$ cat config.mk
export PLATFORM = sky130hd
export DESIGN_NAME = rcu_div90
export DESIGN_NICKNAME = d
export VERILOG_FILES = /design/src/design/rcu_pkg.sv /design/src/design/rcu_div90.sv
export SDC_FILE = /design/constraint.sdc
export NUM_CORES = 1
export LEC_CHECK = 0
export ABC_AREA = 0
export BUFFER_PORTS_ARGS = -buffer_cell sky130_fd_sc_hd__buf_2
export CAP_MARGIN = 10
export CORE_AREA = 4 4 122 124
export DETAILED_ROUTE_END_ITERATION = 8
export DIE_AREA = 0 0 126 128
export GPL_ROUTABILITY_DRIVEN = 0
export PLACE_DENSITY = 0.74
export RECOVER_POWER = 50
export SLEW_MARGIN = 20
export SYNTH_ARGS = -nofsm -noshare
export SYNTH_HDL_FRONTEND = slang
export SYNTH_SLANG_ARGS = --single-unit
$ cat constraint.sdc
create_clock -name vclk -period 26.4
set_clock_uncertainty 0.1 [all_clocks]
set_input_delay 6.6 -clock vclk [all_inputs]
set_output_delay 6.6 -clock vclk [all_outputs]
set_load 0.005 [all_outputs]
$ cat src/design/rcu_pkg.sv
// ---------------------------------------------------------------------------
// Radix-90 coefficient unpacker package
// Shared widths, constants, codes and beat types of the unpacker.
// ---------------------------------------------------------------------------
package rcu_pkg;

   localparam int unsigned PACKED_WORDS = 104;
   localparam int unsigned SLOT_W       = 7;
   localparam int unsigned WORD_W       = 64;
   localparam int unsigned RADIX_W      = 52;
   localparam int unsigned DIGIT_W      = 7;
   localparam int unsigned INDEX_W      = 10;
   localparam int unsigned CHUNK_W      = 13;
   localparam int unsigned DIVIDEND_W   = DIGIT_W + CHUNK_W;
   localparam int unsigned CHUNKS       = RADIX_W / CHUNK_W;
   localparam int unsigned DIGITS       = 8;
   localparam int unsigned RECIP_W      = 16;
   localparam int unsigned RECIP_SHIFT  = 22;

   localparam logic [DIGIT_W-1:0] RADIX = 7'd90;
   localparam logic [RECIP_W-1:0] RECIP = 16'd46603;

   localparam logic [SLOT_W-1:0] SLOT_NIBBLE_LOW  = 7'd64;
   localparam logic [SLOT_W-1:0] SLOT_NIBBLE_HIGH = 7'd101;
   localparam logic [SLOT_W-1:0] SLOT_TAIL_BASE   = 7'd101;
   localparam logic [SLOT_W-1:0] SLOT_HIGH_126    = 7'd102;
   localparam logic [SLOT_W-1:0] SLOT_HIGH_127    = 7'd103;

   localparam logic [SLOT_W-1:0] WORD_TAIL = 7'd125;
   localparam logic [SLOT_W-1:0] WORD_126  = 7'd126;
   localparam logic [SLOT_W-1:0] WORD_127  = 7'd127;

   localparam logic OP_STORE  = 1'b0;
   localparam logic OP_UNPACK = 1'b1;

   typedef enum logic [1:0] {
      ST_IDLE,
      ST_GATHER,
      ST_DIGIT
   } state_type;

   typedef enum logic [1:0] {
      KIND_HIGH,
      KIND_SPLIT,
      KIND_TAIL
   } word_kind_type;

   typedef struct packed {
      logic              operation;
      logic [SLOT_W-1:0] word_index;
      logic [WORD_W-1:0] packed_word;
   } req_type;

   typedef struct packed {
      logic [DIGIT_W-1:0] coefficient;
      logic [INDEX_W-1:0] coeff_index;
      logic               last;
   } rsp_type;

   typedef struct packed {
      logic              wr_en;
      logic              rd_en;
      logic [SLOT_W-1:0] addr;
      logic [WORD_W-1:0] data;
   } store_cmd_type;

endpackage

$ cat src/design/rcu_div90.sv
// ---------------------------------------------------------------------------
// Divide-by-90 step
// Divides a remainder joined with one chunk of the radix word by 90, using a
// reciprocal multiply and a single correction.
// ---------------------------------------------------------------------------
module rcu_div90
   import rcu_pkg::*;
(
   input  logic [DIVIDEND_W-1:0] dividend,
   output logic [CHUNK_W-1:0]    quotient,
   output logic [DIGIT_W-1:0]    remainder
);

   localparam int unsigned PROD_W = DIVIDEND_W + RECIP_W;

   logic [PROD_W-1:0]     prod;
   logic [CHUNK_W-1:0]    q_est;
   logic [DIVIDEND_W-1:0] r_est;

   always_comb begin
      prod  = PROD_W'(dividend) * PROD_W'(RECIP);
      q_est = prod[RECIP_SHIFT +: CHUNK_W];
      r_est = dividend - DIVIDEND_W'(q_est) * DIVIDEND_W'(RADIX);
      if (r_est >= DIVIDEND_W'(RADIX)) begin
         quotient  = q_est + CHUNK_W'(1);
         remainder = DIGIT_W'(r_est - DIVIDEND_W'(RADIX));
      end else begin
         quotient  = q_est;
         remainder = r_est[DIGIT_W-1:0];
      end
   end

endmodule

==> results.sh <==
export IMPL_drc=0
export IMPL_grtUsageTotal=0.238
export IMPL_grt_overflow=0
export IMPL_synthSimpleGateAreaFrac=0.101
export IMPL_hold_path_class="in2out"
export IMPL_fin_crit_ns=25.17
export IMPL_place_ws_ns=1.55
export IMPL_cts_hold_buffers=0
export IMPL_tns_ns=0
export IMPL_final_max_slew_violation_count=0
export IMPL_slowest_delay_ns=0.73
export IMPL_grt_antenna_before_repair=0
export IMPL_nets=1267
export IMPL_cp_end_kind="output pin"
export IMPL_grt_setup_unrepaired="no"
export IMPL_rows=43
export IMPL_synthAdderAreaFrac=0.568
export IMPL_critPathSlowestCell="nand4_1"
export IMPL_cts_resized_gates=0
export IMPL_synth_top_cell_area_share=0.292
export IMPL_yosys_warnings=0
export IMPL_numSequentialCells=0
export IMPL_hpwl_um=16900
export IMPL_hold_viol_final=0
export IMPL_drv_cap=0
export IMPL_clkbuf_count=0
export IMPL_syn_nets=1227
export IMPL_die_area_mm2=0.0161
export IMPL_areaGrowthSynthToFinish_pct=5.17
export IMPL_worst_pin_slew_ns=0.861
export IMPL_cts_setup_buffers=0
export IMPL_wl_per_cell_um=16.5
export IMPL_synth_top_family_by_area="adder cells"
export IMPL_portBuffers=40
export IMPL_synth_area_leaders="ha_1, fa_1, inv_1, xnor2_1, a21oi_1"
export IMPL_wl_um=18700
export IMPL_grt_pass1_wl_um=31200
export IMPL_synth_area_leader_cell="ha_1"
export IMPL_synth_mux_area_frac=0.00507
export IMPL_synth_cell_types=68
export IMPL_layout_drive_gt1_share=0.0641
export IMPL_dr_pass1_iters=5
export IMPL_crit_path_max_fanout=15
export IMPL_dr_first_iter_drc_count=277
export IMPL_required_ns=19.70
export IMPL_fillCellCount=1261
export IMPL_synth_avg_cell_area_um2=8.64
export IMPL_synth_cells=914
export IMPL_whs_ns=13.48
export IMPL_outcome="completed"
export IMPL_max_freq_mhz=39.7
export IMPL_yosysSeqAreaShare=0
export IMPL_chipHeight_um=128
export IMPL_setup_viol_count_final=0
export IMPL_via_per_inst=5.53
export IMPL_grt_max_degree=16
export IMPL_arrival_ns=18.47
export IMPL_final_seq_area_um2=0
export IMPL_whs_path_depth=2
export IMPL_pin_count=40
export IMPL_synth_compound_area_share=0.138
export IMPL_syn_area_mm2=0.00790
export IMPL_fin_crit_sh=0.953
export IMPL_startpoint_type="input pin"
export IMPL_start_util=0.573
export IMPL_vias=6260
export IMPL_worstSetupPathType="in2out"
export IMPL_grt_pass1_vias=6346
export IMPL_synth_xor_area_share=0.0656
export IMPL_core_area_mm2=0.0138
export IMPL_fin_ws_ns=1.23
export IMPL_drtAntennaViolNets=0
export IMPL_diodes=0
export IMPL_slew_headroom=0.424
export IMPL_die_w_um=126
[layer usage]
metal,global-route usage,part of all wire,vias to the layer above
met1,0.322,0.44,2997
met2,0.426,0.49,160
met5,0,0,-
met4,0.0587,0.028,0
li1,-,-,3074
met3,0.00583,0.040,29
[cell usage in the layout, fill, tap and decap left out, drive strengths merged, types with 5 or more instances in the layout]
cell	synthesis	layout
a21o	15	15
xnor2	34	34
o21bai	5	5
inv	253	253
ha	184	184
o21a	15	15
xor2	23	23
a21oi	44	44
o211ai	5	5
o31ai	7	7
o21ai	18	18
a211oi	9	9
nor2b	5	5
nor3	19	19
buf	3	38
nand2	35	35
or3	9	9
nor2	33	33
nand4	10	10
nand3	16	16
and3	5	5
fa	109	109
nand2b	6	6
[logic make-up (layout without fill, tap and decap cells)]
kind of cell             Yosys count  after routing
AO/OA/AOI/OAI                    152            152
XOR/XNOR                          57             57
adder cells (fa/ha/maj)          293            293
buffers and inverters            257            295
multiplexers                       4              4
AND/OR/NAND/NOR                  151            151
[final timing paths]
check,start,end
worst min-delay path,dividend[0],remainder[0]
worst max-delay path,dividend[1],quotient[6]
[Yosys cell counts, types with 2 or more instances]
| master | count |
|---|---|
| inv_1 | 253 |
| ha_1 | 184 |
| fa_1 | 109 |
| a21oi_1 | 43 |
| nand2_1 | 35 |
| xnor2_1 | 34 |
| nor2_1 | 32 |
| xor2_1 | 22 |
| nor3_1 | 17 |
| o21ai_0 | 17 |
| nand3_1 | 16 |
| a21o_1 | 15 |
| o21a_1 | 13 |
| nand4_1 | 9 |
| a211oi_1 | 8 |
| or3_1 | 8 |
| nand2b_1 | 6 |
| and3_1 | 5 |
| nor2b_1 | 5 |
| o211ai_1 | 5 |
| o21bai_1 | 5 |
| o31ai_1 | 5 |
| mux2i_1 | 4 |
| a21boi_0 | 3 |
| a31oi_1 | 3 |
| o2111ai_1 | 3 |
| o41ai_1 | 3 |
| a2111oi_0 | 2 |
| a311o_1 | 2 |
| a41o_1 | 2 |
| and2_1 | 2 |
| buf_2 | 2 |
| nor4_1 | 2 |
| nor4_2 | 2 |
| o211a_1 | 2 |
| o21a_2 | 2 |
| o31a_1 | 2 |
| or2_2 | 2 |
[worst max-delay path: cells and delay by family]
| family | cells | cell delay, ns |
|---|---|---|
| xor+xnor | 3 | 0.48 |
| simple gates | 9 | 2.52 |
| fa+ha+maj | 12 | 4.98 |
| buf+inv | 6 | 0.57 |
| compound gates | 13 | 3.33 |
[cell type report]
class,count,area [um^2],area share
inverter,253,950,0.114
multi-input combinational,657,6920,0.833
tap,180,225,0.0271
timing repair buffer,42,210,0.0253
[metrics by stage]
| step | area, um^2 | std cells | util |
|---|---|---|---|
| 2_1_floorplan | 7900 | 914 | - |
| 3_3_place_gp | 8320 | 1132 | 0.604 |
| 3_5_place_dp | 8320 | 1132 | 0.604 |
| 4_1_cts | 8320 | 1132 | 0.604 |
| 5_1_grt | 8300 | 1132 | 0.603 |
| 6_report | 8300 | 1132 | 0.603 |
Power is left out: the tool's default activity adds up to more than one toggle a clock period on the data nets, which glitch-free logic cannot reach.
